File: src/design/cig_pkg.sv
`default_nettype none

package cig_pkg;

  // Field and register widths
  localparam int DIM_W    = 9;
  localparam int KDIM_W   = 4;
  localparam int COORD_W  = 8;
  localparam int SRC_W    = 24;
  localparam int DST_W    = 24;
  localparam int FLT_W    = 22;
  localparam int MULB_W   = 9;
  localparam int CFG_IDX_W = 3;

  // At most this many results leave for one item
  localparam int RESULT_LIMIT = 64;
  localparam int CNT_W        = $clog2(RESULT_LIMIT);

  // Restoring division takes one quotient bit per cycle
  localparam int DIV_STEPS = DIM_W;
  localparam int DIVC_W    = $clog2(DIV_STEPS);

  // Configuration register indexes
  typedef enum logic [CFG_IDX_W-1:0] {
    REG_INPUT_WIDTH    = 3'd0,
    REG_INPUT_HEIGHT   = 3'd1,
    REG_IN_CHANS       = 3'd2,
    REG_KERN_W         = 3'd3,
    REG_KERN_H         = 3'd4,
    REG_FILT_COUNT     = 3'd5,
    REG_STRIDE_WIDTH   = 3'd6,
    REG_STRIDE_HEIGHT  = 3'd7
  } reg_idx_t;

  // Sequencer states
  typedef enum logic [3:0] {
    ST_IDLE,
    ST_DIV_W,
    ST_DIV_H,
    ST_CHECK,
    ST_DEST0,
    ST_DEST1,
    ST_Y0,
    ST_ROW,
    ST_X0,
    ST_SRC,
    ST_STEP,
    ST_FILT,
    ST_EMIT
  } state_t;

  // A zero register reads as one; a value above the limit reads as the limit.
  function automatic logic [DIM_W-1:0] clamp_dim(logic [DIM_W-1:0] v, int unsigned hi);
    logic [DIM_W-1:0] r;
    r = v;
    if (v == '0) begin
      r = DIM_W'(1);
    end else if (32'(v) > hi) begin
      r = hi[DIM_W-1:0];
    end
    return r;
  endfunction

  function automatic logic [KDIM_W-1:0] clamp_kdim(logic [KDIM_W-1:0] v, int unsigned hi);
    logic [KDIM_W-1:0] r;
    r = v;
    if (v == '0) begin
      r = KDIM_W'(1);
    end else if (32'(v) > hi) begin
      r = hi[KDIM_W-1:0];
    end
    return r;
  endfunction

endpackage

`default_nettype wire

File: src/design/conv2d_connection_index_generator.sv
// Flow: an accepted item is checked, then takes eight steps on the shared multiply-add unit,
// then gives one result per cycle, kernel height times kernel width results in all, and holds
// the block until its last tap. The first item after a configuration write first runs the two
// output-size divisions (one quotient bit a cycle). An out-of-range item gives just its one
// error result. Reset (synchronous, rst_n low) sets every configuration register to 1 and
// idles; the receiver cannot stall.
`default_nettype none

module conv2d_connection_index_generator #(
  parameter int unsigned MAX_KERNEL_DIM  = 8,
  parameter int unsigned MAX_FEATURE_DIM = 256,
  parameter int unsigned MAX_CHANNELS    = 256
) (
  input  wire logic                                clk,
  input  wire logic                                rst_n,
  // Command channel
  input  wire logic                                start,
  output logic                                     busy,
  input  wire logic [cig_pkg::COORD_W-1:0]         in_out_channel,
  input  wire logic [cig_pkg::COORD_W-1:0]         in_out_row,
  input  wire logic [cig_pkg::COORD_W-1:0]         in_out_col,
  input  wire logic [cig_pkg::COORD_W-1:0]         in_in_channel,
  // Result channel
  output logic                                     out_valid,
  output logic [cig_pkg::SRC_W-1:0]                out_src_idx,
  output logic [cig_pkg::DST_W-1:0]                out_dst_idx,
  output logic [cig_pkg::FLT_W-1:0]                out_filter_index,
  output logic                                     out_coord_error,
  output logic                                     out_last,
  // Configuration channel
  input  wire logic                                cfg_valid,
  output logic                                     cfg_ready,
  input  wire logic [cig_pkg::CFG_IDX_W-1:0]       cfg_index,
  input  wire logic [cig_pkg::DIM_W-1:0]           cfg_data
);

  localparam int DIM_W  = cig_pkg::DIM_W;
  localparam int KDIM_W = cig_pkg::KDIM_W;
  localparam int SRC_W  = cig_pkg::SRC_W;
  localparam int FLT_W  = cig_pkg::FLT_W;
  localparam int MULB_W = cig_pkg::MULB_W;
  localparam int PROD_W = SRC_W + MULB_W;

  // Configuration registers
  logic [DIM_W-1:0]  input_width_r, input_height_r, in_chans_r, filt_count_r;
  logic [KDIM_W-1:0] kern_w_r, kern_h_r, stride_width_r, stride_height_r;
  logic              cfg_beat;

  // A command offered in the same cycle goes first, so a write never meets an accept.
  assign cfg_ready = ~busy & ~start;
  assign cfg_beat  = cfg_valid & cfg_ready;

  // Register writes; a beat to any register also marks the output sizes stale.
  always_ff @(posedge clk) begin
    if (!rst_n) begin
      input_width_r    <= DIM_W'(1);
      input_height_r   <= DIM_W'(1);
      in_chans_r       <= DIM_W'(1);
      kern_w_r         <= KDIM_W'(1);
      kern_h_r         <= KDIM_W'(1);
      filt_count_r     <= DIM_W'(1);
      stride_width_r   <= KDIM_W'(1);
      stride_height_r  <= KDIM_W'(1);
    end else if (cfg_beat) begin
      unique case (cig_pkg::reg_idx_t'(cfg_index))
        cig_pkg::REG_INPUT_WIDTH:    input_width_r    <= cfg_data;
        cig_pkg::REG_INPUT_HEIGHT:   input_height_r   <= cfg_data;
        cig_pkg::REG_IN_CHANS:       in_chans_r       <= cfg_data;
        cig_pkg::REG_KERN_W:         kern_w_r         <= cfg_data[KDIM_W-1:0];
        cig_pkg::REG_KERN_H:         kern_h_r         <= cfg_data[KDIM_W-1:0];
        cig_pkg::REG_FILT_COUNT:     filt_count_r     <= cfg_data;
        cig_pkg::REG_STRIDE_WIDTH:   stride_width_r   <= cfg_data[KDIM_W-1:0];
        cig_pkg::REG_STRIDE_HEIGHT:  stride_height_r  <= cfg_data[KDIM_W-1:0];
        default: ;
      endcase
    end
  end

  // Effective (clamped) register values
  logic [DIM_W-1:0]  iw_c, ih_c, ic_c, kc_c;
  logic [KDIM_W-1:0] kw_c, kh_c, sw_c, sh_c;

  assign iw_c = cig_pkg::clamp_dim(input_width_r, MAX_FEATURE_DIM);
  assign ih_c = cig_pkg::clamp_dim(input_height_r, MAX_FEATURE_DIM);
  assign ic_c = cig_pkg::clamp_dim(in_chans_r, MAX_CHANNELS);
  assign kc_c = cig_pkg::clamp_dim(filt_count_r, MAX_CHANNELS);
  assign kw_c = cig_pkg::clamp_kdim(kern_w_r, MAX_KERNEL_DIM);
  assign kh_c = cig_pkg::clamp_kdim(kern_h_r, MAX_KERNEL_DIM);
  assign sw_c = cig_pkg::clamp_kdim(stride_width_r, MAX_KERNEL_DIM);
  assign sh_c = cig_pkg::clamp_kdim(stride_height_r, MAX_KERNEL_DIM);

  // Sequencer
  cig_pkg::state_t state_r, state_nxt;
  logic            dims_ok_r;
  logic            div_done;
  logic            coord_bad;
  logic            last_tap;
  logic            accept;

  assign busy   = (state_r != cig_pkg::ST_IDLE);
  assign accept = start & ~busy;

  always_ff @(posedge clk) begin
    if (!rst_n) begin
      state_r <= cig_pkg::ST_IDLE;
    end else begin
      state_r <= state_nxt;
    end
  end

  always_comb begin
    state_nxt = state_r;
    unique case (state_r)
      cig_pkg::ST_IDLE: begin
        if (accept) begin
          state_nxt = dims_ok_r ? cig_pkg::ST_CHECK : cig_pkg::ST_DIV_W;
        end
      end
      cig_pkg::ST_DIV_W: if (div_done) state_nxt = cig_pkg::ST_DIV_H;
      cig_pkg::ST_DIV_H: if (div_done) state_nxt = cig_pkg::ST_CHECK;
      cig_pkg::ST_CHECK: state_nxt = coord_bad ? cig_pkg::ST_IDLE : cig_pkg::ST_DEST0;
      cig_pkg::ST_DEST0: state_nxt = cig_pkg::ST_DEST1;
      cig_pkg::ST_DEST1: state_nxt = cig_pkg::ST_Y0;
      cig_pkg::ST_Y0:    state_nxt = cig_pkg::ST_ROW;
      cig_pkg::ST_ROW:   state_nxt = cig_pkg::ST_X0;
      cig_pkg::ST_X0:    state_nxt = cig_pkg::ST_SRC;
      cig_pkg::ST_SRC:   state_nxt = cig_pkg::ST_STEP;
      cig_pkg::ST_STEP:  state_nxt = cig_pkg::ST_FILT;
      cig_pkg::ST_FILT:  state_nxt = cig_pkg::ST_EMIT;
      cig_pkg::ST_EMIT:  if (last_tap) state_nxt = cig_pkg::ST_IDLE;
      default:           state_nxt = cig_pkg::ST_IDLE;
    endcase
  end

  // Item capture
  logic [cig_pkg::COORD_W-1:0] oc_r, orow_r, ocol_r, cin_r;

  always_ff @(posedge clk) begin
    if (accept) begin
      oc_r   <= in_out_channel;
      orow_r <= in_out_row;
      ocol_r <= in_out_col;
      cin_r  <= in_in_channel;
    end
  end

  // Output-size divider: (in - kernel) / stride, one quotient bit a cycle
  logic [DIM_W-1:0]          quo_r, quo_nxt;
  logic [KDIM_W-1:0]         rem_r, rem_nxt;
  logic [cig_pkg::DIVC_W-1:0] div_cnt_r;
  logic [KDIM_W:0]           trial;
  logic [KDIM_W-1:0]         divisor;
  logic                      trial_ge;
  logic [DIM_W-1:0]          ow_r, oh_r;
  logic                      kw_big, kh_big;
  logic [DIM_W-1:0]          size_q;

  assign divisor  = (state_r == cig_pkg::ST_DIV_H) ? sh_c : sw_c;
  assign trial    = {rem_r, quo_r[DIM_W-1]};
  assign trial_ge = (trial >= {1'b0, divisor});
  assign rem_nxt  = trial_ge ? KDIM_W'(trial - {1'b0, divisor}) : trial[KDIM_W-1:0];
  assign quo_nxt  = {quo_r[DIM_W-2:0], trial_ge};
  assign div_done = (div_cnt_r == cig_pkg::DIVC_W'(cig_pkg::DIV_STEPS - 1));
  assign kw_big   = (DIM_W'(kw_c) > iw_c);
  assign kh_big   = (DIM_W'(kh_c) > ih_c);
  assign size_q   = quo_nxt + DIM_W'(1);

  always_ff @(posedge clk) begin
    if (!rst_n) begin
      dims_ok_r <= 1'b0;
    end else if (cfg_beat) begin
      dims_ok_r <= 1'b0;
    end else if (state_r == cig_pkg::ST_DIV_H && div_done) begin
      dims_ok_r <= 1'b1;
    end
  end

  always_ff @(posedge clk) begin
    if (accept) begin
      quo_r     <= iw_c - DIM_W'(kw_c);
      rem_r     <= '0;
      div_cnt_r <= '0;
    end else if (state_r == cig_pkg::ST_DIV_W || state_r == cig_pkg::ST_DIV_H) begin
      if (div_done) begin
        // Reload for the height division after the width one
        quo_r     <= ih_c - DIM_W'(kh_c);
        rem_r     <= '0;
        div_cnt_r <= '0;
        if (state_r == cig_pkg::ST_DIV_W) begin
          ow_r <= kw_big ? '0 : size_q;
        end else begin
          oh_r <= kh_big ? '0 : size_q;
        end
      end else begin
        quo_r     <= quo_nxt;
        rem_r     <= rem_nxt;
        div_cnt_r <= div_cnt_r + cig_pkg::DIVC_W'(1);
      end
    end
  end

  // Coordinate range check
  assign coord_bad = (DIM_W'(oc_r) >= kc_c) || (DIM_W'(orow_r) >= oh_r) ||
                     (DIM_W'(ocol_r) >= ow_r) || (DIM_W'(cin_r) >= ic_c);

  // Shared multiply-add unit: y = a * b + c, operands chosen by the sequencer
  logic [SRC_W-1:0]  mac_a, mac_c, mac_y;
  logic [MULB_W-1:0] mac_b;
  logic [PROD_W-1:0] mac_prod;
  logic [SRC_W-1:0]  acc_r, x0_r, dest_r, src_r;
  logic [FLT_W-1:0]  step_r, filt_r;

  always_comb begin
    mac_a = '0;
    mac_b = '0;
    mac_c = '0;
    unique case (state_r)
      cig_pkg::ST_DEST0: begin
        mac_a = SRC_W'(oc_r);   mac_b = oh_r;                 mac_c = SRC_W'(orow_r);
      end
      cig_pkg::ST_DEST1: begin
        mac_a = acc_r;          mac_b = ow_r;                 mac_c = SRC_W'(ocol_r);
      end
      cig_pkg::ST_Y0: begin
        mac_a = SRC_W'(orow_r); mac_b = MULB_W'(sh_c);
      end
      cig_pkg::ST_ROW: begin
        mac_a = SRC_W'(cin_r);  mac_b = ih_c;                 mac_c = acc_r;
      end
      cig_pkg::ST_X0: begin
        mac_a = SRC_W'(ocol_r); mac_b = MULB_W'(sw_c);
      end
      cig_pkg::ST_SRC: begin
        mac_a = acc_r;          mac_b = iw_c;                 mac_c = x0_r;
      end
      cig_pkg::ST_STEP: begin
        mac_a = SRC_W'(ic_c);   mac_b = kc_c;
      end
      cig_pkg::ST_FILT: begin
        mac_a = SRC_W'(cin_r);  mac_b = kc_c;                 mac_c = SRC_W'(oc_r);
      end
      default: ;
    endcase
  end

  assign mac_prod = PROD_W'(mac_a) * PROD_W'(mac_b);
  assign mac_y    = mac_prod[SRC_W-1:0] + mac_c;

  // Tap walk: source steps by one along a kernel row and jumps to the next input row
  // at its end; the filter index advances by input channels * filter count per tap.
  logic [KDIM_W-1:0]        kx_r, ky_r;
  logic [cig_pkg::CNT_W-1:0] cnt_r;
  logic                     row_end;
  logic [SRC_W-1:0]         row_skip;

  assign row_end  = (kx_r == kw_c - KDIM_W'(1));
  assign last_tap = (row_end && (ky_r == kh_c - KDIM_W'(1))) ||
                    (cnt_r == cig_pkg::CNT_W'(cig_pkg::RESULT_LIMIT - 1));
  assign row_skip = SRC_W'(iw_c) - SRC_W'(kw_c) + SRC_W'(1);

  always_ff @(posedge clk) begin
    unique case (state_r)
      cig_pkg::ST_DEST0, cig_pkg::ST_Y0, cig_pkg::ST_ROW: acc_r <= mac_y;
      cig_pkg::ST_DEST1: dest_r <= mac_y;
      cig_pkg::ST_X0:    x0_r   <= mac_y;
      cig_pkg::ST_SRC:   src_r  <= mac_y;
      cig_pkg::ST_STEP:  step_r <= mac_y[FLT_W-1:0];
      cig_pkg::ST_FILT: begin
        filt_r <= mac_y[FLT_W-1:0];
        kx_r   <= '0;
        ky_r   <= '0;
        cnt_r  <= '0;
      end
      cig_pkg::ST_EMIT: begin
        src_r  <= src_r + (row_end ? row_skip : SRC_W'(1));
        filt_r <= filt_r + step_r;
        cnt_r  <= cnt_r + cig_pkg::CNT_W'(1);
        if (row_end) begin
          kx_r <= '0;
          ky_r <= ky_r + KDIM_W'(1);
        end else begin
          kx_r <= kx_r + KDIM_W'(1);
        end
      end
      default: ;
    endcase
  end

  // Result register: one beat per cycle while taps are walked, or a single error beat
  logic out_valid_r;

  always_ff @(posedge clk) begin
    if (!rst_n) begin
      out_valid_r <= 1'b0;
    end else begin
      out_valid_r <= (state_r == cig_pkg::ST_EMIT) ||
                     (state_r == cig_pkg::ST_CHECK && coord_bad);
    end
  end

  always_ff @(posedge clk) begin
    if (state_r == cig_pkg::ST_EMIT) begin
      out_src_idx      <= src_r;
      out_dst_idx      <= dest_r;
      out_filter_index <= filt_r;
      out_coord_error  <= 1'b0;
      out_last         <= last_tap;
    end else if (state_r == cig_pkg::ST_CHECK) begin
      out_src_idx      <= '0;
      out_dst_idx      <= '0;
      out_filter_index <= '0;
      out_coord_error  <= 1'b1;
      out_last         <= 1'b1;
    end
  end

  assign out_valid = out_valid_r;

  // Checks
  a_more_follows: assert property (@(posedge clk) disable iff (!rst_n)
    out_valid && !out_last |-> busy)
    else $error("result without last while the sequencer is idle");

  a_start_busy: assert property (@(posedge clk) disable iff (!rst_n)
    accept |=> busy)
    else $error("accepted item did not occupy the block");

  a_error_single: assert property (@(posedge clk) disable iff (!rst_n)
    out_valid && out_coord_error |-> out_last && out_src_idx == '0 &&
      out_dst_idx == '0 && out_filter_index == '0)
    else $error("coordinate error beat is malformed");

  a_tap_bounds: assert property (@(posedge clk) disable iff (!rst_n)
    state_r == cig_pkg::ST_EMIT |-> kx_r < kw_c && ky_r < kh_c)
    else $error("tap counters left the kernel");

endmodule

`default_nettype wire
File: config.mk
export PLATFORM = sky130hd
export DESIGN_NAME = conv2d_connection_index_generator
export DESIGN_NICKNAME = d
export VERILOG_FILES = /design/src/design/cig_pkg.sv /design/src/design/conv2d_connection_index_generator.sv
export SDC_FILE = /design/constraint.sdc
export NUM_CORES = 1
export LEC_CHECK = 0
export CAP_MARGIN = 10
export CORE_MARGIN = 3
export CORE_UTILIZATION = 30
export CTS_CLUSTER_DIAMETER = 80
export DETAILED_ROUTE_END_ITERATION = 6
export DONT_BUFFER_PORTS = 1
export PLACE_DENSITY = 0.56
export SYNTH_ARGS = -nofsm -noshare
export SYNTH_HDL_FRONTEND = slang
export SYNTH_SLANG_ARGS = --single-unit
File: constraint.sdc
create_clock -name clk -period 9.7 [get_ports clk]
set_input_delay 1.94 -clock clk [delete_from_list [all_inputs] [get_ports clk]]
set_output_delay 1.94 -clock clk [all_outputs]
set_load 0.005 [all_outputs]
==> results.toml <==
[clock_network]
htree_num_levels = 2
post-cts-setup-buffer-count = 0
cts_buffers = 43
cts.sinks = 351
cts_tree = "yes"
clkSlewWorstSetupHoldPaths_ns = 0.06
root_buffer = "clkbuf_16"
cts_hold_buf = 0
insertion_delay_ns = 0.59
ctsResizeCount = 0
cts_buffer_depth = 3

[place]
io_buffers = 0
hpwl_um = 55900
place_congestion = 0.953
dpl_cell_area_mm2 = 0.0251
dp_slack_ns = 1.17
dp_cells = 3244

[synth]
synthArstFlopShare_pct = 0
synth.top_cell.area_share_pct = 35.6
ys_seq_area_share_pct = 41.2
yosysMostFrequentCell = "edfxtp_1"
syn_avg_cell_area_um2 = 10.5
synth-seq-cells = 351
synth_area_mm2 = 0.0240
synth_top_cells_by_area = "edfxtp_1 (36%), fa_1 (12%), ha_1 (7.3%)"
synth_commonest_cells = "edfxtp_1 (284), nand2_1 (207), inv_1 (180), nor2_1 (179), fa_1 (147)"
yosysTopAreaCell = "edfxtp_1"
synth-main-ff-cell = "edfxtp_1"
synthCells = 2276
syn-num-nets = 2611
ys_warn_count = 0
ys_types = 95
synth-edff-count = 284

[finish]
final_cell_area_mm2 = 0.0266
diodes = 0
areaGrowthSynthToFinish_pct = 10.9
final_core_util_pct = 34.0
final_cells = 3323
drive_above_1_share_pct = 6.09
final_nets = 2584

[die]
coreArea_mm2 = 0.0782
num_rows = 102
die_y_um = 289
start_util_pct = 30.6
die_area_mm2 = 0.0833
ios = 123
die_w_um = 289

[worst_setup_path]
required_ns = 9.96
crit_fanout = 45
critical_path_class = "flip-flop to flip-flop"
cpMaxStageDelayCell = "a221oi_1"
start_kind = "flip-flop"
worstPathArrival_ns = 8.81
worstSetupEndpointType = "flip-flop"
max_stage_delay_ns = 0.91

[sta]
max_slew.worst_pin.slew_ns = 1.17
setup_ws_ns = 1.16
tns_ns = 0
finClkSkew_ns = 0.0314
setup_viol = 0
fin_hold_ws_ns = 0.473
clock.fmax_mhz = 117
slew_viol_final = 0
rsz0062_at_grt = "no"
finalCritPeriodShare_pct = 88.1
hold_viol_final = 0
slew_headroom_pct = 22.0
post-route-min-period_ns = 8.54

[route]
ant_nets = 0
drt-pass1-iter-count = 6
dr.first_iter.drc_count = 1410
wl_per_cell_um = 21.7
finalWirelength_um = 72100
route.detailed.drc = 0
num_vias = 17300
vias_per_cell = 5.20

[grt]
antenna_found_initial = 3
grt_pass1_vias = 17300
grt-ovfl-total = 0
track_usage_pct = 17.1
grt_pass1_wl_um = 108000
grt_max_degree = 74

[run_status]
status = "completed"

[power_and_ir_drop]
leakagePower_nw = 10.6
finalPower_mw = 4.47
ir_worst_vdd_mv = 0.166
p_per_area_mw_per_mm2 = 168

[min_path]
hold_path.class = "flip-flop to flip-flop"

[run]
cap_violations = 0
cells in the final DEF (no fill, tap or decap), types with 5 or more instances in the layout:
master     Yosys  layout
edfxtp_1     284     284
nand2_1      207     205
inv_1        180     179
nor2_1       179     177
fa_1         147     147
ha_1         140     139
and3_1        91      91
o21ai_0       86      86
a21oi_1       82      82
nor2b_1       77      76
dfxtp_1       67      67
mux2i_1       65      65
nand3_1       64      64
xnor2_1       64      64
nand2b_1      44      44
clkbuf_16      0      43
a21o_1        42      42
xor2_1        39      39
a22oi_1       31      31
buf_4          1      28
nor3_1        26      25
and2_1        22      22
a31oi_1       17      17
a22o_1        15      15
nand3b_1      14      14
o21a_1        13      13
o211ai_1      12      12
or3_1         11      11
nand4_1       11      11
a221oi_1      10      10
o31ai_1        9       9
a211oi_1       8       8
nor4_1         7       7
or2_2          7       7
o21bai_1       7       7
clkinv_1       0       7
clkbuf_1      80       6
bufinv_16      0       6
o21ai_1        5       5
clkinv_4       0       5
layer usage:
layer / global-route usage, % / share of wire (%) / up-vias
met1: 22.8 / 44 / 8615
met5: 0 / 0.018 / -
met2: 28.4 / 47 / 568
met3: 2.84 / 5.5 / 126
met4: 5.13 / 3.1 / 2
li1: - / - / 7960
worst max-delay path, delay by kind of cell, from the launching register on:
| family | cells | cell delay (ns) |
|---|---|---|
| buf+inv | 6 | 0.56 |
| fa+ha+maj | 7 | 3.40 |
| flops | 1 | 0.37 |
| compound gates | 9 | 3.42 |
| simple gates | 3 | 0.46 |
power breakdown:
part | total (mW) | internal [mW] | switching, mW
Clock | 1.69 | 1.02 | 0.676
Sequential | 1.88 | 1.76 | 0.113
Combinational | 0.901 | 0.311 | 0.591
Total | 4.47 | 3.09 | 1.38
final timing paths:
check                                 start                             end  slack (ns)  depth (start not counted)
max reg2reg         state_r[3]$_SDFFE_PN0P_             src_r[13]$_DFFE_PP_        1.16                         25
max                 state_r[3]$_SDFFE_PN0P_             src_r[13]$_DFFE_PP_        1.16                         25
min reg2reg  input_height_r[0]$_SDFFE_PN1P_  input_height_r[0]$_SDFFE_PN1P_        0.47                          2
min          input_height_r[0]$_SDFFE_PN1P_  input_height_r[0]$_SDFFE_PN1P_        0.47                          2
sequential cells by signal (all words and copies together) (netlist names), 9 cells and up:
signal,flops
x0_r,24
filt_r,22
out_filter_index,22
ow_r,9
dest_r,24
input_width_r,9
quo_r,9
in_chans_r,9
filt_count_r,9
out_dst_idx,24
input_height_r,9
oh_r,9
out_src_idx,24
acc_r,24
src_r,24
step_r,22
layout make-up:
cell class	instances	area, um2
Inverter	181	679
Sequential cell	351	9870
Clock buffer	53	1150
Timing Repair Buffer	28	210
Tap cell	1040	1300
Clock inverter	26	342
Fill cell	7863	51700
Multi-Input combinational cell	1644	13000
logic make-up (layout without fill, tap and decap cells):
| family | count (synthesis) | in the layout | synth area share, % |
|---|---|---|---|
| simple gates | 783 | 783 | 16.3 |
| compound gates | 399 | 399 | 11.3 |
| flops | 351 | 351 | 41.2 |
| fa+ha+maj | 287 | 287 | 19.6 |
| buf+inv | 281 | 288 | 4.63 |
| xor+xnor | 105 | 105 | 3.96 |
| mux | 70 | 70 | 2.97 |
Note: power is estimated with default switching activity, not from simulation.
